[config.mk]
export PLATFORM = sky130hd
export DESIGN_NAME = bresenham_line_rasterizer_unit
export DESIGN_NICKNAME = d
export VERILOG_FILES = /design/src/design/blr_pkg.sv /design/src/design/blr_front.sv /design/src/design/blr_queue.sv /design/src/design/blr_back.sv /design/src/design/bresenham_line_rasterizer_unit.sv
export SDC_FILE = /design/constraint.sdc
export NUM_CORES = 1
export LEC_CHECK = 0
export BUFFER_PORTS_ARGS = -buffer_cell sky130_fd_sc_hd__buf_2
export CAP_MARGIN = 0
export CORE_ASPECT_RATIO = 1.75
export CORE_MARGIN = 8
export CORE_UTILIZATION = 30
export CTS_CLUSTER_DIAMETER = 60
export DETAILED_ROUTE_END_ITERATION = 10
export PLACE_DENSITY = 0.44
export SYNTH_ARGS = -nofsm -noshare
export SYNTH_HDL_FRONTEND = slang
export SYNTH_SLANG_ARGS = --single-unit
[constraint.sdc]
create_clock -name clk -period 18.3 [get_ports clk]
set_input_delay 3.66 -clock clk [delete_from_list [all_inputs] [get_ports clk]]
set_output_delay 3.66 -clock clk [all_outputs]
set_load 0.005 [all_outputs]
[src/design/blr_pkg.sv]
package blr_pkg;

	localparam int COORD_BITS_DEF = 13;
	localparam int MAX_STEPS_DEF = 64;
	localparam int CHAN_W = 8;
	localparam int CFG_W = 13;
	localparam int ADDR_W = 3;
	localparam int DATA_W = 32;
	localparam int QUEUE_DEPTH = 2;

	localparam logic [CFG_W-1:0] ROWS_RESET = 13'd480;
	localparam logic [CFG_W-1:0] COLS_RESET = 13'd640;

	// register index, taken from paddr[2]
	typedef enum logic {
		REG_IMAGE_ROWS = 1'b0,
		REG_IMAGE_COLS = 1'b1
	} reg_idx_t;

	typedef struct packed {
		logic [CFG_W-1:0] rows;
		logic [CFG_W-1:0] cols;
	} img_cfg_t;

	// width of one line descriptor as packed by the front end
	function automatic int desc_width(int coord_bits, int max_steps);
		return 4 * coord_bits + $clog2(max_steps + 1) + 4 + 3 * CHAN_W;
	endfunction

endpackage

[src/design/blr_front.sv]
module blr_front import blr_pkg::*; #(
	parameter int COORD_BITS = COORD_BITS_DEF,
	parameter int MAX_STEPS = MAX_STEPS_DEF,
	localparam int DESC_W = desc_width(COORD_BITS, MAX_STEPS)
) (
	input  logic                         clk,
	input  logic                         arst_n,
	input  logic                         push,
	output logic                         full,
	input  logic signed [COORD_BITS-1:0] start_row,
	input  logic signed [COORD_BITS-1:0] start_col,
	input  logic signed [COORD_BITS-1:0] end_row,
	input  logic signed [COORD_BITS-1:0] end_col,
	input  logic [CHAN_W-1:0]            chan_zero,
	input  logic [CHAN_W-1:0]            chan_one,
	input  logic [CHAN_W-1:0]            chan_two,
	output logic                         q_push,
	output logic [DESC_W-1:0]            q_desc,
	input  logic                         q_full
);

	localparam int C = COORD_BITS;
	localparam int CNT_W = $clog2(MAX_STEPS + 1);

	typedef struct packed {
		logic [C-1:0]      maj;
		logic [C-1:0]      mnr;
		logic [C-1:0]      dmaj;
		logic [C-1:0]      dmin;
		logic              row_major;
		logic              smaj_neg;
		logic              smin_neg;
		logic              trunc;
		logic [CNT_W-1:0]  count;
		logic [CHAN_W-1:0] ch0;
		logic [CHAN_W-1:0] ch1;
		logic [CHAN_W-1:0] ch2;
	} desc_t;

	logic                s1_valid_q;
	logic signed [C-1:0] start_row_s1;
	logic signed [C-1:0] start_col_s1;
	logic signed [C-1:0] end_row_s1;
	logic signed [C-1:0] end_col_s1;
	logic [CHAN_W-1:0]   chan_zero_s1;
	logic [CHAN_W-1:0]   chan_one_s1;
	logic [CHAN_W-1:0]   chan_two_s1;

	logic signed [C:0] dr;
	logic signed [C:0] dc;
	logic [C-1:0]      adr;
	logic [C-1:0]      adc;
	logic              row_major;
	desc_t             desc;
	logic              nonzero;
	logic              drain;

	always_comb begin
		dr = (C+1)'(end_row_s1) - (C+1)'(start_row_s1);
		dc = (C+1)'(end_col_s1) - (C+1)'(start_col_s1);
		adr = dr[C] ? C'(-dr) : C'(dr);
		adc = dc[C] ? C'(-dc) : C'(dc);
		// ties go to the column axis
		row_major = adr > adc;

		desc.maj = row_major ? start_row_s1 : start_col_s1;
		desc.mnr = row_major ? start_col_s1 : start_row_s1;
		desc.dmaj = row_major ? adr : adc;
		desc.dmin = row_major ? adc : adr;
		desc.row_major = row_major;
		desc.smaj_neg = row_major ? dr[C] : dc[C];
		desc.smin_neg = row_major ? dc[C] : dr[C];
		desc.trunc = desc.dmaj > C'(MAX_STEPS);
		desc.count = desc.trunc ? CNT_W'(MAX_STEPS) : CNT_W'(desc.dmaj);
		desc.ch0 = chan_zero_s1;
		desc.ch1 = chan_one_s1;
		desc.ch2 = chan_two_s1;
	end

	// zero-length lines produce nothing and are dropped here
	assign nonzero = |desc.dmaj;
	assign drain = !s1_valid_q || !nonzero || !q_full;
	assign full = !drain;
	assign q_push = s1_valid_q && nonzero && !q_full;
	assign q_desc = desc;

	always_ff @(posedge clk or negedge arst_n) begin
		if (!arst_n) begin
			s1_valid_q <= 1'b0;
		end else if (drain) begin
			s1_valid_q <= push;
		end
	end

	always_ff @(posedge clk) begin
		if (push && drain) begin
			start_row_s1 <= start_row;
			start_col_s1 <= start_col;
			end_row_s1 <= end_row;
			end_col_s1 <= end_col;
			chan_zero_s1 <= chan_zero;
			chan_one_s1 <= chan_one;
			chan_two_s1 <= chan_two;
		end
	end

endmodule

[src/design/blr_queue.sv]
module blr_queue import blr_pkg::*; #(
	parameter int WIDTH = 8,
	parameter int DEPTH = QUEUE_DEPTH
) (
	input  logic             clk,
	input  logic             arst_n,
	input  logic             push,
	input  logic [WIDTH-1:0] push_data,
	output logic             full,
	input  logic             pop,
	output logic [WIDTH-1:0] pop_data,
	output logic             empty
);

	localparam int PTR_W = $clog2(DEPTH);
	localparam int CNT_W = $clog2(DEPTH + 1);

	logic [WIDTH-1:0] mem_q [DEPTH];
	logic [PTR_W-1:0] wr_ptr_q;
	logic [PTR_W-1:0] rd_ptr_q;
	logic [CNT_W-1:0] cnt_q;
	logic             do_push;
	logic             do_pop;

	assign full = cnt_q == CNT_W'(DEPTH);
	assign empty = cnt_q == '0;
	assign do_push = push && !full;
	assign do_pop = pop && !empty;
	assign pop_data = mem_q[rd_ptr_q];

	always_ff @(posedge clk or negedge arst_n) begin
		if (!arst_n) begin
			wr_ptr_q <= '0;
			rd_ptr_q <= '0;
			cnt_q <= '0;
		end else begin
			if (do_push) begin
				wr_ptr_q <= (wr_ptr_q == PTR_W'(DEPTH - 1)) ? '0 : wr_ptr_q + 1'b1;
			end
			if (do_pop) begin
				rd_ptr_q <= (rd_ptr_q == PTR_W'(DEPTH - 1)) ? '0 : rd_ptr_q + 1'b1;
			end
			if (do_push && !do_pop) begin
				cnt_q <= cnt_q + 1'b1;
			end else if (do_pop && !do_push) begin
				cnt_q <= cnt_q - 1'b1;
			end
		end
	end

	always_ff @(posedge clk) begin
		if (do_push) begin
			mem_q[wr_ptr_q] <= push_data;
		end
	end

`ifndef NO_ASSERTIONS
	a_cnt_bound: assert property (@(posedge clk) disable iff (!arst_n)
		cnt_q <= CNT_W'(DEPTH))
		else $error("queue count above depth");

	a_no_overflow: assert property (@(posedge clk) disable iff (!arst_n)
		!(push && full))
		else $error("push into full queue");
`endif

endmodule

[src/design/blr_back.sv]
module blr_back import blr_pkg::*; #(
	parameter int COORD_BITS = COORD_BITS_DEF,
	parameter int MAX_STEPS = MAX_STEPS_DEF,
	localparam int DESC_W = desc_width(COORD_BITS, MAX_STEPS)
) (
	input  logic                          clk,
	input  logic                          arst_n,
	input  img_cfg_t                      cfg,
	input  logic [DESC_W-1:0]             q_desc,
	input  logic                          q_empty,
	output logic                          q_pop,
	output logic                          empty,
	input  logic                          pop,
	output logic signed [COORD_BITS-1:0]  pix_row,
	output logic signed [COORD_BITS-1:0]  pix_col,
	output logic [CHAN_W-1:0]             out_chan_zero,
	output logic [CHAN_W-1:0]             out_chan_one,
	output logic [CHAN_W-1:0]             out_chan_two,
	output logic                          in_image,
	output logic                          last_pixel,
	output logic                          truncated
);

	localparam int C = COORD_BITS;
	localparam int CNT_W = $clog2(MAX_STEPS + 1);
	localparam int CMP_W = (C > CFG_W) ? C : CFG_W;

	typedef struct packed {
		logic [C-1:0]      maj;
		logic [C-1:0]      mnr;
		logic [C-1:0]      dmaj;
		logic [C-1:0]      dmin;
		logic              row_major;
		logic              smaj_neg;
		logic              smin_neg;
		logic              trunc;
		logic [CNT_W-1:0]  count;
		logic [CHAN_W-1:0] ch0;
		logic [CHAN_W-1:0] ch1;
		logic [CHAN_W-1:0] ch2;
	} desc_t;

	desc_t d;

	// stepping state
	logic              active_q;
	logic [CNT_W-1:0]  remain_q;
	logic [C-1:0]      maj_q;
	logic [C-1:0]      mnr_q;
	logic [C:0]        err_q;
	logic [C-1:0]      dmaj_q;
	logic [C-1:0]      dmin_q;
	logic              row_major_q;
	logic              smaj_neg_q;
	logic              smin_neg_q;
	logic              trunc_q;
	logic [CHAN_W-1:0] ch0_q;
	logic [CHAN_W-1:0] ch1_q;
	logic [CHAN_W-1:0] ch2_q;

	// result register
	logic              out_valid_q;
	logic [C-1:0]      out_row_q;
	logic [C-1:0]      out_col_q;
	logic [CHAN_W-1:0] out_ch0_q;
	logic [CHAN_W-1:0] out_ch1_q;
	logic [CHAN_W-1:0] out_ch2_q;
	logic              out_in_q;
	logic              out_last_q;
	logic              out_trunc_q;

	logic             step;
	logic             last;
	logic [C-1:0]     row;
	logic [C-1:0]     col;
	logic             pix_in;
	logic [C:0]       err_sum;
	logic             minor_step;

	assign d = q_desc;
	assign q_pop = !active_q && !q_empty;
	assign step = active_q && (!out_valid_q || pop);
	assign last = remain_q == CNT_W'(1);

	always_comb begin
		row = row_major_q ? maj_q : mnr_q;
		col = row_major_q ? mnr_q : maj_q;
		pix_in = !row[C-1] && !col[C-1] &&
			(CMP_W'(row) < CMP_W'(cfg.rows)) && (CMP_W'(col) < CMP_W'(cfg.cols));
		err_sum = err_q + (C+1)'(dmin_q);
		minor_step = err_sum >= (C+1)'(dmaj_q);
	end

	always_ff @(posedge clk or negedge arst_n) begin
		if (!arst_n) begin
			active_q <= 1'b0;
			remain_q <= '0;
			out_valid_q <= 1'b0;
		end else begin
			if (q_pop) begin
				active_q <= 1'b1;
				remain_q <= d.count;
			end else if (step) begin
				remain_q <= remain_q - 1'b1;
				if (last) begin
					active_q <= 1'b0;
				end
			end
			if (step) begin
				out_valid_q <= 1'b1;
			end else if (pop) begin
				out_valid_q <= 1'b0;
			end
		end
	end

	always_ff @(posedge clk) begin
		if (q_pop) begin
			maj_q <= d.maj;
			mnr_q <= d.mnr;
			err_q <= (C+1)'(d.dmaj >> 1);
			dmaj_q <= d.dmaj;
			dmin_q <= d.dmin;
			row_major_q <= d.row_major;
			smaj_neg_q <= d.smaj_neg;
			smin_neg_q <= d.smin_neg;
			trunc_q <= d.trunc;
			ch0_q <= d.ch0;
			ch1_q <= d.ch1;
			ch2_q <= d.ch2;
		end else if (step) begin
			maj_q <= smaj_neg_q ? maj_q - 1'b1 : maj_q + 1'b1;
			if (minor_step) begin
				mnr_q <= smin_neg_q ? mnr_q - 1'b1 : mnr_q + 1'b1;
				err_q <= err_sum - (C+1)'(dmaj_q);
			end else begin
				err_q <= err_sum;
			end
		end
		if (step) begin
			out_row_q <= row;
			out_col_q <= col;
			out_ch0_q <= ch0_q;
			out_ch1_q <= ch1_q;
			out_ch2_q <= ch2_q;
			out_in_q <= pix_in;
			out_last_q <= last;
			out_trunc_q <= last && trunc_q;
		end
	end

	assign empty = !out_valid_q;
	assign pix_row = out_row_q;
	assign pix_col = out_col_q;
	assign out_chan_zero = out_ch0_q;
	assign out_chan_one = out_ch1_q;
	assign out_chan_two = out_ch2_q;
	assign in_image = out_in_q;
	assign last_pixel = out_last_q;
	assign truncated = out_trunc_q;

`ifndef NO_ASSERTIONS
	a_trunc_on_last: assert property (@(posedge clk) disable iff (!arst_n)
		out_valid_q && out_trunc_q |-> out_last_q)
		else $error("truncated flag off the last pixel");

	a_remain_nonzero: assert property (@(posedge clk) disable iff (!arst_n)
		active_q |-> remain_q != '0)
		else $error("active line with no steps left");

	a_err_bound: assert property (@(posedge clk) disable iff (!arst_n)
		active_q |-> err_q < (C+1)'(dmaj_q))
		else $error("error term reached major delta");
`endif

endmodule

[src/design/bresenham_line_rasterizer_unit.sv]
// Line rasterizer: one line command in, one pixel request out per step.
// Command side is a queue write port: a request is taken at a clock edge
// with push high and full low; it carries the start and end points and a
// three-channel colour. Result side is a queue read port: while empty is
// low the oldest pixel sits on pix_row/pix_col/out_chan_*/in_image/
// last_pixel/truncated and leaves at an edge with pop high.
// A line of n = max(|dr|,|dc|) steps gives min(n, MAX_STEPS) pixels, the end
// point excluded; zero-length lines give none. The first pixel passes
// the descriptor queue write, the stepper load and the result register
// in that order after the command is taken. The stepper then makes one
// pixel per cycle while pop does not stall it, with a load between lines;
// the stepper is what sets the rate. The front end classifies the next
// command into a two-entry queue meanwhile.
// A stalled pop holds the result register, stops the stepper, then the
// queue fills and full rises. image_rows/image_cols sit on the APB port at
// byte addresses 0 and 4 and set the in_image clip window; write them only
// while idle. Reset clears all queues and in-flight lines and loads 480/640.
module bresenham_line_rasterizer_unit import blr_pkg::*; #(
	parameter int COORD_BITS = COORD_BITS_DEF,
	parameter int MAX_STEPS = MAX_STEPS_DEF
) (
	input  logic                         clk,
	input  logic                         arst_n,
	// APB configuration port
	input  logic                         psel,
	input  logic                         penable,
	input  logic                         pwrite,
	input  logic [ADDR_W-1:0]            paddr,
	input  logic [DATA_W-1:0]            pwdata,
	output logic [DATA_W-1:0]            prdata,
	output logic                         pready,
	// command channel
	input  logic                         push,
	output logic                         full,
	input  logic signed [COORD_BITS-1:0] start_row,
	input  logic signed [COORD_BITS-1:0] start_col,
	input  logic signed [COORD_BITS-1:0] end_row,
	input  logic signed [COORD_BITS-1:0] end_col,
	input  logic [CHAN_W-1:0]            chan_zero,
	input  logic [CHAN_W-1:0]            chan_one,
	input  logic [CHAN_W-1:0]            chan_two,
	// pixel channel
	output logic                         empty,
	input  logic                         pop,
	output logic signed [COORD_BITS-1:0] pix_row,
	output logic signed [COORD_BITS-1:0] pix_col,
	output logic [CHAN_W-1:0]            out_chan_zero,
	output logic [CHAN_W-1:0]            out_chan_one,
	output logic [CHAN_W-1:0]            out_chan_two,
	output logic                         in_image,
	output logic                         last_pixel,
	output logic                         truncated
);

	localparam int DESC_W = desc_width(COORD_BITS, MAX_STEPS);

	img_cfg_t          cfg_q;
	reg_idx_t          reg_idx;
	logic              cfg_wr;

	logic              q_push;
	logic [DESC_W-1:0] q_wdata;
	logic              q_full;
	logic              q_pop;
	logic [DESC_W-1:0] q_rdata;
	logic              q_empty;

	// register select is the word address
	assign reg_idx = reg_idx_t'(paddr[2]);
	assign pready = 1'b1;
	assign cfg_wr = psel && penable && pwrite && pready;

	always_ff @(posedge clk or negedge arst_n) begin
		if (!arst_n) begin
			cfg_q.rows <= ROWS_RESET;
			cfg_q.cols <= COLS_RESET;
		end else if (cfg_wr) begin
			case (reg_idx)
				REG_IMAGE_ROWS: cfg_q.rows <= pwdata[CFG_W-1:0];
				REG_IMAGE_COLS: cfg_q.cols <= pwdata[CFG_W-1:0];
				default: ;
			endcase
		end
	end

	always_comb begin
		case (reg_idx)
			REG_IMAGE_ROWS: prdata = DATA_W'(cfg_q.rows);
			REG_IMAGE_COLS: prdata = DATA_W'(cfg_q.cols);
			default: prdata = '0;
		endcase
	end

	// front end: takes commands, works out deltas, axis and step count
	blr_front #(
		.COORD_BITS(COORD_BITS),
		.MAX_STEPS(MAX_STEPS)
	) u_front (
		.clk(clk),
		.arst_n(arst_n),
		.push(push),
		.full(full),
		.start_row(start_row),
		.start_col(start_col),
		.end_row(end_row),
		.end_col(end_col),
		.chan_zero(chan_zero),
		.chan_one(chan_one),
		.chan_two(chan_two),
		.q_push(q_push),
		.q_desc(q_wdata),
		.q_full(q_full)
	);

	// line descriptors between the two halves
	blr_queue #(
		.WIDTH(DESC_W),
		.DEPTH(QUEUE_DEPTH)
	) u_queue (
		.clk(clk),
		.arst_n(arst_n),
		.push(q_push),
		.push_data(q_wdata),
		.full(q_full),
		.pop(q_pop),
		.pop_data(q_rdata),
		.empty(q_empty)
	);

	// back end: Bresenham stepper and result register
	blr_back #(
		.COORD_BITS(COORD_BITS),
		.MAX_STEPS(MAX_STEPS)
	) u_back (
		.clk(clk),
		.arst_n(arst_n),
		.cfg(cfg_q),
		.q_desc(q_rdata),
		.q_empty(q_empty),
		.q_pop(q_pop),
		.empty(empty),
		.pop(pop),
		.pix_row(pix_row),
		.pix_col(pix_col),
		.out_chan_zero(out_chan_zero),
		.out_chan_one(out_chan_one),
		.out_chan_two(out_chan_two),
		.in_image(in_image),
		.last_pixel(last_pixel),
		.truncated(truncated)
	);

endmodule

# == Yosys cells after proc, flatten, opt, wreduce, memory -nomap -nowiden ==
# Memory sizes are Yosys's and may differ from the RTL's.
# Index checks and enable logic that the tools add are counted.
# totals
regBits,263
output_inout_bits,88
in_bits,118
elab_cells,136
n_memories,1
ram_bits,174
# op_classes
addsub,15
eq_ne,2
mux,35
n_bitwise,1
reduce_logical,40
order_cmp,5
# mem_list
memory,depth,width,rd,rd_ports_with_merged_regs,wr,line,source
u_queue.mem_q,2,87,1,0,1,blr_queue.sv:18,logic [WIDTH-1:0] mem_q [DEPTH];
# op_table
cell,n
13-bit 2-to-1 mux,15
32-bit one-hot mux with 2 select lines,1
13-bit by 13-bit subtractor with 14-bit output,2
13-bit by 1-bit adder with 13-bit output (second input constant),2
13-bit less-than comparator,2
13-bit negation,2
13-bit by 1-bit subtractor with 13-bit output (second input constant),2
12-bit 2-to-1 mux,2
7-bit 2-to-1 mux,3
1-bit logical AND,15
14-bit by 13-bit adder with 14-bit output,1
14-bit by 13-bit greater-or-equal comparator with 1-bit output,1
14-bit 2-to-1 mux,1
14-bit by 13-bit subtractor with 14-bit output,1
13-bit greater-than comparator,1
13-bit by 7-bit greater-than comparator with 1-bit output (second input constant),1
13-bit OR reduction,1
1-bit logical NOT,11
1-bit 2-to-1 mux,11
2-bit nonzero test,5
2-bit AND reduction,4
7-bit by 1-bit equality test with 1-bit output (second input constant),1
7-bit by 1-bit subtractor with 7-bit output (second input constant),1
2-bit 2-to-1 mux,2
other kinds (7),10

# == Longest topological paths before layout ==
# Gate-level depths: netlist (run 1).
# logic_depth
word_depth,13
depth_mapped,32
depth_no_buf,30

# == Modules after synthesis ==
# Synthesis (run 1) repeated with hierarchy kept, for this count alone.
# hier_totals
cells_unflattened,1684
hier_area_um2,22163.8
# by_module_without_submodules
module,area_per_inst_um2,n_inst,cells_each,seq_area_each_um2
blr_back,8569.5,1,721,4619.4
blr_queue,6551.3,1,290,5325.1
blr_front,5690.5,1,581,2307.2
bresenham_line_rasterizer_unit,1352.5,1,92,658.1

# == Worst setup path after synthesis (run 1) ==
# OpenSTA, ideal clock, no wires.
# synth_path
path_type,register -> register
startpoint,register u_front.end_row_s1[0]
endpoint,"memory u_queue.mem_q[0][0] (netlist bit), enable pin"
stages_incl_launch_ff,27
n_path_buf,3
required_ns,17.767
setup_ns,0.533
period_less_slack_ns,9.513
setup_slack_ns,8.787
arrival_time_ns,8.980
cell_sequence,edfxtp_1 inv_1 ha_1 inv_1 fa_1 a211oi_1 nor2_1 xor2_1 or3_1 buf_2 or4_4 nand2_1 xor2_1 ha_1 nand2_1 a21oi_1 a2111oi_0 a31o_2 clkbuf_1 clkinv_1 a211oi_1 nor3_1 nand4_1 nor3_1 and3_1 buf_6 nor2_1
# synth_between
elab_chain_cells,11
# synth_rtl
element,line,source
from (decl),blr_front.sv:43,logic signed [C-1:0] end_row_s1;
from (signal assigned),blr_front.sv:99,end_row_s1 <= end_row;
13-bit by 13-bit subtractor with 14-bit output *,blr_front.sv:59,dr = (C+1)'(end_row_s1) - (C+1)'(start_row_s1);
13-bit negation,blr_front.sv:61,adr = dr[C] ? C'(-dr) : C'(dr);
13-bit 2-to-1 mux *,blr_front.sv:61,
13-bit greater-than comparator,blr_front.sv:64,row_major = adr > adc;
13-bit 2-to-1 mux *,blr_front.sv:68,desc.dmaj = row_major ? adr : adc;
13-bit OR reduction *,blr_front.sv:81,assign nonzero = |desc.dmaj;
1-bit logical AND * (2 in a row),blr_front.sv:84,assign q_push = s1_valid_q && nonzero && !q_full;
1-bit logical AND *,blr_queue.sv:27,assign do_push = push && !full;
1-bit 2-to-1 mux *,blr_queue.sv:52,if (do_push) begin
1-bit 2-to-1 mux (not written as such) *,blr_queue.sv:53,mem_q[wr_ptr_q] <= push_data;
to (decl),blr_queue.sv:18,
# Every way passes the cells marked *; elsewhere a longest branch is shown, timed or not.

# == Worst setup path in the final report (run 1) ==
# layout_path
startpoint,register u_front.start_row_s1[0]
endpoint,output port full
# layout_between
elab_chain_cells,10
# layout_rtl
element,line,source
from (decl),blr_front.sv:41,logic signed [C-1:0] start_row_s1;
from (signal assigned),blr_front.sv:97,start_row_s1 <= start_row;
13-bit by 13-bit subtractor with 14-bit output *,blr_front.sv:59,
13-bit negation,blr_front.sv:61,
13-bit 2-to-1 mux *,blr_front.sv:61,
13-bit greater-than comparator,blr_front.sv:64,
13-bit 2-to-1 mux *,blr_front.sv:68,
13-bit OR reduction *,blr_front.sv:81,
1-bit logical NOT *,blr_front.sv:82,assign drain = !s1_valid_q || !nonzero || !q_full;
1-bit logical OR * (2 in a row),blr_front.sv:82,
1-bit logical NOT *,blr_front.sv:83,assign full = !drain;
to (decl),bresenham_line_rasterizer_unit.sv:34,"output logic full,"
# Marks and branches as above.

==> results.toml, run 1 <==
[outcome]
status = "finished, final reports clean"

[drt]
drt-initial-drc-count = 552
ant_nets = 0
via_per_inst = 4.708
drc = 0
vias = 13350
wl_per_cell_um = 18.54
drt-total-wl_um = 52560
drt-pass1-iter-count = 4

[worst_setup_path]
endpoint_kind = "output port"
cp.required_ns = 14.64
cp-start-kind = "flip-flop"
crit_arrival_ns = 7.83
crit_path_max_fanout = 31
crit_type = "reg2out"

[layout]
drive_gt1_share_pct = 19.62
final_area_um2 = 24800
layout.nets = 2119
area_delta_synth_final_pct = 14.39
fillCellCount = 7012
diodes = 0

[clock_tree]
clockBufferDepth = 3
cts_hold_buf = 0
cts_setup_buffers = 0
clk_latency_ns = 0.59
cts_resized = 0
numCtsBuffers = 45
cts_root_buffer = "clkbuf_16"
cts_sinks = 437
cts_tree = "done"
path_clk_slew_ns = 0.06
htree_levels = 2

[die]
die_area_um2 = 81470
die_height_um = 371.6
initial_utilization_pct = 30.23
num_rows = 130
core_um2 = 71730
ios = 206
die_w_um = 219.2

[sta]
relSlewSlack_pct = 29.77
grt_setup_unrepaired = "false"
skew_ns = 0.03735
hold_ws_ns = 0.4146
finalSetupTns_ns = 0
slew_violations = 0
tightest_slew_ns = 1.053
finalSetupViolations = 0
period_share_pct = 62.76
fmax_ghz = 0.08706
post-route-min-period_ns = 11.49
report.final.hold_viol_count = 0

[synth]
synth_top_flop_cell = "edfxtp_1"
synth.lib_cells_used.distinct = 74
synthArstFlopShare_pct = 9.153
ys_seq_elements = 437
synth_edf_count = 395
postSynthAreaPerCell_um2 = 12.61
yosys_warnings = 0
seq_area_frac_synth_pct = 59.55
synthesis.instances = 1719
netlist_area_um2 = 21680

[power]
report.power.total_mw = 5.155
p_per_area_nw_per_um2 = 207.8
p_leak_nw = 9.616
ir_drop_v = 0.0001166

[global_routing]
antenna_found_initial = 1
track_usage_pct = 12.79
grt_overflow = 0
grt_pass1_wl_um = 80630
grt_max_degree = 63
grt_pass1_vias = 14200

[place]
place_area_um2 = 23450
gp_routability_congestion = 0.8422
port_buffers = 164
place_hpwl_um = 38310

[job]
maxCapViolations = 0

[min_path]
min_path_type = "reg2reg"
-- final timing paths --
check                                   startpoint                endpoint  slack, ns  cells past startpoint
max in group asynchronous                   arst_n        u_queue.rd_ptr_q      14.26                      1
max                        u_front.start_row_s1[0]                    full       6.81                     25
min reg2reg                        u_back.ch1_q[3]  u_back.out_chan_one[3]       0.41                      0
min                                u_back.ch1_q[3]  u_back.out_chan_one[3]       0.41                      0
min in group asynchronous                   arst_n      u_front.s1_valid_q       3.28                      1
max reg2reg                u_front.start_row_s1[0]  u_front.chan_two_s1[7]       9.76                     25
-- layout make-up --
| type | count | area [um2] | share of cell area, % |
|---|---|---|---|
| Clock buffer | 56 | 1167 | 4.707 |
| Clock inverter | 23 | 186.4 | 0.7517 |
| Inverter | 135 | 508.0 | 2.048 |
| Multi-Input combinational cell | 1084 | 7958 | 32.09 |
| Sequential cell | 437 | 12910 | 52.07 |
| Tap cell | 924 | 1156 | 4.662 |
| Timing Repair Buffer | 176 | 910.9 | 3.673 |
-- per-stage QoR --
| step | worst slack (ns) | util, % | cells |
|---|---|---|---|
| 2_1_floorplan | 8.787 | - | 1737 |
| 5_1_grt | 5.956 | 34.57 | 2835 |
| 3_5_place_dp | 7.338 | 32.69 | 2756 |
| 4_1_cts | 6.656 | 34.57 | 2835 |
| 6_report | 6.814 | 34.57 | 2835 |
| 3_3_place_gp | 7.341 | 32.69 | 2756 |
-- where the power goes --
group          switching (mW)  internal (mW)  leakage (nW)
clock network           0.387          0.471         0.670
registers               0.146           1.71          4.20
logic                    1.52          0.919          4.74
total                    2.05           3.10          9.62
-- critical path: stages (launching register included) --
cell,delay [ns]
edfxtp_1,0.45
ha_1,0.22
inv_1,0.06
fa_1,0.46
a211oi_1,0.37
nor2_1,0.10
xor2_1,0.18
or3_1,0.48
or4_4,0.58
nand2_1,0.11
xor2_1,0.41
ha_1,0.34
nand2_1,0.08
a21oi_1,0.04
a2111oi_0,0.65
a31o_2,0.57
inv_2,0.35
nand2b_1,0.16
mux2i_1,0.11
nor3_1,0.20
buf_4,0.19
nand4_1,0.14
nor3_1,0.28
and3_1,0.41
nor2_1,0.12
buf_2,0.15
-- cells in the final DEF, fill, tap and decap left out, types with 14 or more instances in the layout --
master and instances:
o21bai_1 14, dfrtp_1 33, o21ai_0 106, nand2_1 101, nor3_1 23, inv_1 132, a211oi_1 20, or3_1 16
mux2i_1 45, a21o_1 14, xnor2_1 59, a21oi_1 101, conb_1 20, nand3_1 19, buf_2 164, nor2_1 108
mux2_2 111, edfxtp_1 395, nor2b_1 21, clkbuf_16 45, ha_1 116, xor2_1 25
-- routing by layer --
layer | GRT usage [%] | part of all wire (%) | vias up
li1 | - | - | 6599
met1 | 14.56 | 41 | 6410
met2 | 23.63 | 52 | 270
met3 | 2.019 | 3.9 | 68
met4 | 4.721 | 3.1 | 0
met5 | 0 | 0 | -
-- Yosys cell counts, types with 4 or more instances --
cell type  number  area share (%)
o211a_1         4            0.18
buf_1          10            0.17
and4_1          5            0.20
clkbuf_1       46            0.80
mux2i_1        45             2.1
and2_1          5            0.14
nor2_1        109             1.9
or3_1          16            0.46
o31ai_1         4            0.14
a2111oi_0       5            0.20
or2_2           5            0.14
a211oi_1       20            0.69
inv_1         134             2.3
ha_1          116             6.7
o22ai_1         5            0.14
nand2_1       102             1.8
edfxtp_1      395              55
nor2b_1        21            0.61
nand2b_1       12            0.35
and3_1          4            0.12
xor2_1         25             1.0
xnor2_1        59             2.4
dfstp_2         6            0.73
dfrtp_1        34             3.9
fa_1            6            0.55
a21oi_1       101             2.3
buf_4          20            0.69
nor4_1          7            0.20
a21boi_0        9            0.31
nand3b_1        4            0.14
mux2_2        111             5.8
o2111ai_1       6            0.24
o21ai_0       106             2.4
nor3b_1         6            0.21
o211ai_1        7            0.24
a21o_1         14            0.48
nand4_1         9            0.26
nor3_1         23            0.53
o21bai_1       14            0.48
a31oi_1         6            0.17
o21a_1         13            0.45
nand3_1        19            0.44
-- state kept, by name (all words and copies together) (netlist names), 13 cells and up --
name	count
cfg_q	26
u_back.dmaj_q	13
u_back.dmin_q	13
u_back.err_q	14
u_back.maj_q	13
u_back.mnr_q	13
u_back.pix_col	13
u_back.pix_row	13
u_front.end_col_s1	13
u_front.end_row_s1	13
u_front.start_col_s1	13
u_front.start_row_s1	13
u_queue.mem_q	174
-- kinds of logic after synthesis --
family	synth area share, %
AOI/OAI and AO/OA	9.678
xor gates and xnor gates	3.468
adders and majority gates	7.248
buffers and inverters	4.172
DFF	59.55
muxes	7.912
other	0.03464
and+or+nand+nor	7.941
No activity file was read; power rests on OpenSTA's default activity.
==> run 2: changes to the inputs <==
- PLACE_DENSITY: 0.44 -> 0.46
- clock period: 18.3 -> 10.01 ns (I/O delays scaled with it)
==> run 2 against run 1 <==
Compared with the run above:
- combinational power is 86% higher
- worst hold slack better by 0.0047 ns
- power is 87% higher
- global-route usage is 0.20 points lower
- sequential share of layout area down 0.53 points
- register-to-register slack worse by 7.3 ns
- final area increased by 1.0%
- clock skew fell by 0.010 ns
- via count fell by 0.64%
- worst setup slack worse by 6.3 ns
- first-iteration DRC count increased by 18%
- non-clock buffer count grew 7
==> results.toml, run 2 (same netlist as run 1, synthesis figures left out) <==
[outcome]
status = "finished, final reports clean"

[clock_tree]
htree_levels = 2
cts_tree = "done"
clk_latency_ns = 0.60
cts_setup_buffers = 0
cts_hold_buf = 0
path_clk_slew_ns = 0.06
cts_root_buffer = "clkbuf_16"
numCtsBuffers = 45
cts_sinks = 437
clockBufferDepth = 3

[worst_setup_path]
cp.required_ns = 8.01
crit_arrival_ns = 7.52
r2r.worst_path.cells = 24
r2r_start = "u_front.start_row_s1[0]"
crit_type = "reg2out"
crit_path_max_fanout = 31
endpoint_kind = "output port"
rrSetupSlack_ns = 2.44
cp-start-kind = "flip-flop"
critPathLaunch = "u_front.start_row_s1[0]"
timing.rr.end = "u_front.chan_one_s1[7]"

[drt]
vias = 13260
drt-total-wl_um = 52350
ant_nets = 0
drt-pass1-iter-count = 5
via_per_inst = 4.658
drc = 0
wl_per_cell_um = 18.39
drt-initial-drc-count = 653

[power]
intPower_mw = 5.842
report.power.total_mw = 9.657
seqPwrFrac_pct = 35.1
ir_drop_v = 0.0003076
p_leak_nw = 9.719
p_per_area_nw_per_um2 = 385.5
netSwitchingPower_mw = 3.816
power_frac_clock_pct = 17.8
combPwrFrac_pct = 47.1
netSwitchingFraction_pct = 39.51

[layout]
fillCellCount = 7043
top_regs = "u_queue.mem_q x174, cfg_q x26, u_back.err_q x14"
regMostFlops = "u_queue.mem_q"
final_cell_mix = "edfxtp_1 (395), buf_2 (164), inv_1 (132)"
diodes = 0
largest_reg_flops = 174
layout.nets = 2126
drive_gt1_share_pct = 20.18
final_common_cell = "edfxtp_1"
area_delta_synth_final_pct = 15.55

[place]
port_buffers = 164
gp_routability_congestion = 0.8271
place_hpwl_um = 38360
place_ws_ns = 0.8187

[sta]
tightest_slew_ns = 0.9292
skew_ns = 0.02688
report.final.hold_viol_count = 0
post-route-min-period_ns = 9.524
relSlewSlack_pct = 38.05
period_share_pct = 95.15
timing.final.ws_setup_ns = 0.4855
slew_violations = 0
finalSetupViolations = 0
fmax_ghz = 0.1050

[global_routing]
grt_overflow = 0
grt_use_met3_pct = 2.165
grt_use_met2_pct = 22.37
use_met1_pct = 14.83
grt_max_degree = 77
grt.busiest_layer = "met2"
track_usage_pct = 12.59
antenna_found_initial = 1
grt_pass1_wl_um = 79770
grt_pass1_vias = 13840

[die]
die_height_um = 371.6
num_rows = 130
core_um2 = 71730
initial_utilization_pct = 30.23
ios = 206
die_w_um = 219.2
die_area_um2 = 81470

[min_path]
min_from = "u_back.ch0_q[1]"
worstHoldEndpoint = "u_back.out_chan_zero[1]"
whs_path_depth = 0
min_path_type = "reg2reg"

[job]
maxCapViolations = 0
[run 2: cell types whose count changed in the layout (fill, tap and decap cells not counted), moves of 2 or more]
cell / change
bufinv_16: +4
clkinv_1: +2
clkinvlp_4: +5
clkbuf_1: -3
buf_4: +6
clkinv_2: -5
[run 2: power groups by stage]
| stage | Clock, mW | Combinational [mW] | Sequential, mW |
|---|---|---|---|
| after floorplan | 0 | 3.22 | 3.34 |
| final | 1.72 | 4.55 | 3.39 |
| after global placement | 0 | 4.51 | 3.41 |
| after detailed placement | 0 | 4.59 | 3.43 |
| after CTS | 1.79 | 4.62 | 3.40 |
| after global routing | 1.86 | 5.11 | 3.46 |
[run 2: worst max-delay path by stage]
stage	slack (ns)	depth (start not counted)	end
3_5_place_dp	0.82	25	full
4_1_cts	0.14	25	full
5_1_grt	-0.07	24	full
6_report	0.49	24	full
3_3_place_gp	1.02	25	full
2_1_floorplan	0.50	26	u_queue.mem_q[0][0]
[run 2: area by class of cell]
type,instances,area [um2],area share (%)
clock buffer,54,1170,4.670
clock inverter,30,356.6,1.423
inverter,135,508.0,2.028
multi-input combinational,1084,7973,31.82
sequential,437,12910,51.55
tap,924,1156,4.615
timing repair buffer,183,975.9,3.896
[run 2: what timing repair did]
action / in CTS / in global routing
resized for setup: 0 / 3
endpoints found under the setup margin: 0 / 1
hold endpoints to repair: 0 / 0
[run 2: stage by stage]
stage / hold WS (ns) / utilization [%] / cells / TNS [ns] / cell area (um2)
after detailed placement: 0.4056 / 32.77 / 2763 / 0 / 23510
after floorplan: 0.4003 / - / 1737 / 0 / 21750
after global placement: 0.4035 / 32.77 / 2763 / 0 / 23510
final: 0.4193 / 34.93 / 2847 / 0 / 25050
after CTS: 0.4206 / 34.90 / 2847 / 0 / 25040
after global routing: 0.4300 / 34.93 / 2847 / -0.07431 / 25050
[run 2: metal layers]
layer  vias to the layer above  wire (um)
li1                       6604          -
met1                      6312      21940
met2                       261      26380
met3                        84       2125
met4                         0       1904
met5                         -          0
[run 2: critical path: stages (launching register included)]
cell and delay [ns]:
edfxtp_1 0.49, ha_1 0.24, inv_1 0.06, fa_1 0.47, a211oi_1 0.34, nor2_1 0.10
xor2_1 0.18, or3_1 0.48, or4_4 0.58, nand2_1 0.10, xor2_1 0.25, ha_1 0.31
nand2_1 0.08, a21oi_1 0.06, a2111oi_1 0.63, a31o_4 0.41, inv_2 0.27, nand2b_1 0.15
mux2i_1 0.11, nor3_1 0.39, nand4_1 0.21, nor3_1 0.25, and3_1 0.42, nor2_1 0.19
buf_2 0.17
==> run 3: changes to the inputs <==
- ABC_CLOCK_PERIOD_IN_PS: unset -> 10010
- CORE_ASPECT_RATIO: 1.75 -> unset
- CORE_UTILIZATION: 30 -> 50
- PLACE_DENSITY: 0.46 -> 0.7
==> run 3 against run 2 <==
Compared with the run above:
- flip-flop and latch count stayed put
- global-route usage increased by 5.8 points
- worst setup slack better by 0.15 ns
- critical endpoint unchanged
- largest cell class unchanged
- critical path type unchanged
- core utilization is 22 points higher
==> results.toml, run 3 (same netlist as run 1, synthesis figures left out) <==
[die]
initial_utilization_pct = 50.44
die_w_um = 224.2
num_rows = 76
die_area_um2 = 50280
die_height_um = 224.2
ios = 206
core_um2 = 42980

[drt]
drt-initial-drc-count = 942
via_per_inst = 5.463
vias = 13740
drt-pass1-iter-count = 5
ant_nets = 0
wl_per_cell_um = 18.65
drt-total-wl_um = 46890
drc = 0

[layout]
final_area_um2 = 24640
regMostFlops = "u_queue.mem_q"
diodes = 0
area_delta_synth_final_pct = 13.66
drive_gt1_share_pct = 20.06
final_cell_mix = "edfxtp_1 (395), buf_2 (164), inv_1 (132)"
final_common_cell = "edfxtp_1"
largest_reg_flops = 174
layout.nets = 2129
final_util_pct = 57.33
top_regs = "u_queue.mem_q x174, cfg_q x26, u_back.err_q x14"
fillCellCount = 3564

[worst_setup_path]
cp.required_ns = 8.01
cp-start-kind = "flip-flop"
crit_arrival_ns = 7.37
crit_type = "reg2out"
crit_path_max_fanout = 27
max_stage_delay_ns = 0.70
critPathTopFamily = "compound AO/OA/AOI/OAI gates"
critPathBufInv = 6
cp_slowest_cell = "nor3b_1"
endpoint_kind = "output port"

[global_routing]
antenna_found_initial = 1
grt_overflow = 0
track_usage_pct = 18.38
grt_pass1_vias = 13740
grt_max_degree = 64
grt_pass1_wl_um = 73520

[clock_tree]
path_clk_slew_ns = 0.06
cts_setup_buffers = 0
htree_levels = 2
clk_latency_ns = 0.59
cts_sinks = 437
clockBufferDepth = 3
cts_root_buffer = "clkbuf_16"
cts_hold_buf = 0
cts_tree = "done"
cts_resized = 0
numCtsBuffers = 49

[place]
place_area_um2 = 23080
port_buffers = 164
gp_routability_congestion = 0.8741
place_hpwl_um = 33490

[power]
p_per_area_nw_per_um2 = 386.2
p_leak_nw = 9.748
intPower_mw = 5.858
netSwitchingFraction_pct = 38.45
ir_drop_v = 0.0001922
report.power.total_mw = 9.517
netSwitchingPower_mw = 3.659
power_frac_clock_pct = 18.0
seqPwrFrac_pct = 35.7
combPwrFrac_pct = 46.3

[sta]
hold_ws_ns = 0.4178
finalSetupViolations = 0
post-route-min-period_ns = 9.372
skew_ns = 0.02828
tightest_slew_ns = 0.9222
period_share_pct = 93.63
report.final.hold_viol_count = 0
finalSetupTns_ns = 0
slew_violations = 0
fmax_ghz = 0.1067
relSlewSlack_pct = 38.52
grt_setup_unrepaired = "false"

[outcome]
status = "finished, final reports clean"

[min_path]
min_path_type = "reg2reg"

[job]
maxCapViolations = 0
==> run 3: cell types whose count changed in the layout (fill, tap and decap cells not counted), moves of 2 or more <==
| cell | before | now |
|---|---|---|
| bufinv_16 | 5 | 1 |
| clkinv_1 | 8 | 12 |
| clkbuf_1 | 8 | 10 |
| clkbuf_16 | 45 | 51 |
| clkinv_16 | 2 | 0 |
| clkbuf_8 | 1 | 5 |
| clkinvlp_4 | 5 | 0 |
| clkinv_4 | 0 | 2 |
==> run 3: path summary, 6_finish.rpt <==
check                           slack [ns]               startpoint  cells after the start                      end
worst max-delay path                  0.64  u_front.start_row_s1[0]                     27                     full
min in group asynchronous             1.54                   arst_n                      1                cfg_q[14]
max in group asynchronous             7.77                   arst_n                      1         u_queue.rd_ptr_q
worst min register to register        0.42          u_back.ch0_q[7]                      0  u_back.out_chan_zero[7]
worst min-delay path                  0.42          u_back.ch0_q[7]                      0  u_back.out_chan_zero[7]
worst max register to register        1.81  u_front.start_row_s1[0]                     25     u_queue.mem_q[0][50]
==> run 3: worst reg2reg max path: stages, from the launching register on <==
cell,delay (ns)
edfxtp_1,0.43
ha_1,0.22
inv_1,0.06
fa_1,0.46
a211oi_1,0.35
nor2_1,0.10
xor2_1,0.18
or3_1,0.46
or4_4,0.57
nand2_1,0.10
xor2_1,0.30
ha_1,0.31
nand2_1,0.07
a21oi_1,0.04
a2111oi_0,0.50
a31o_2,0.54
inv_2,0.22
buf_4,0.27
a211oi_1,0.25
nor3_1,0.10
buf_4,0.17
nand4_1,0.13
nor3_1,0.08
and3_1,0.34
nor2_4,0.69
buf_4,0.83
==> run 3: final cells by class <==
type	count	area [um2]	share of cell area [%]
inverter	135	508.0	2.061
multi-input combinational	1084	7955	32.28
tap	585	732.0	2.970
clock inverter	25	182.7	0.7413
sequential	437	12910	52.40
clock buffer	66	1383	5.611
timing repair buffer	182	968.4	3.930
==> run 3: metal layers <==
| metal | routed length, um | global-route usage (%) | vias to the layer above | share of wire [%] |
|---|---|---|---|---|
| li1 | - | - | 6627 | - |
| met1 | 20800 | 24.19 | 6711 | 44 |
| met2 | 22740 | 30.92 | 329 | 48 |
| met3 | 2211 | 3.191 | 68 | 4.7 |
| met4 | 1139 | 5.676 | 0 | 2.4 |
| met5 | 0 | 0 | - | 0 |
==> run 3: per-stage QoR <==
stage | setup WS (ns) | std cells
2_1_floorplan | 0.4970 | 1737
3_3_place_gp | 1.417 | 2423
3_5_place_dp | 1.298 | 2423
4_1_cts | 0.6303 | 2514
5_1_grt | 0.1184 | 2514
6_report | 0.6379 | 2514
==> run 3: power groups by stage <==
stage / combinational, mW / clock, mW / sequential [mW]
after global routing: 4.90 / 1.82 / 3.46
after global placement: 4.25 / 0 / 3.39
after CTS: 4.41 / 1.76 / 3.40
after detailed placement: 4.38 / 0 / 3.43
final: 4.41 / 1.71 / 3.40
after floorplan: 3.22 / 0 / 3.34
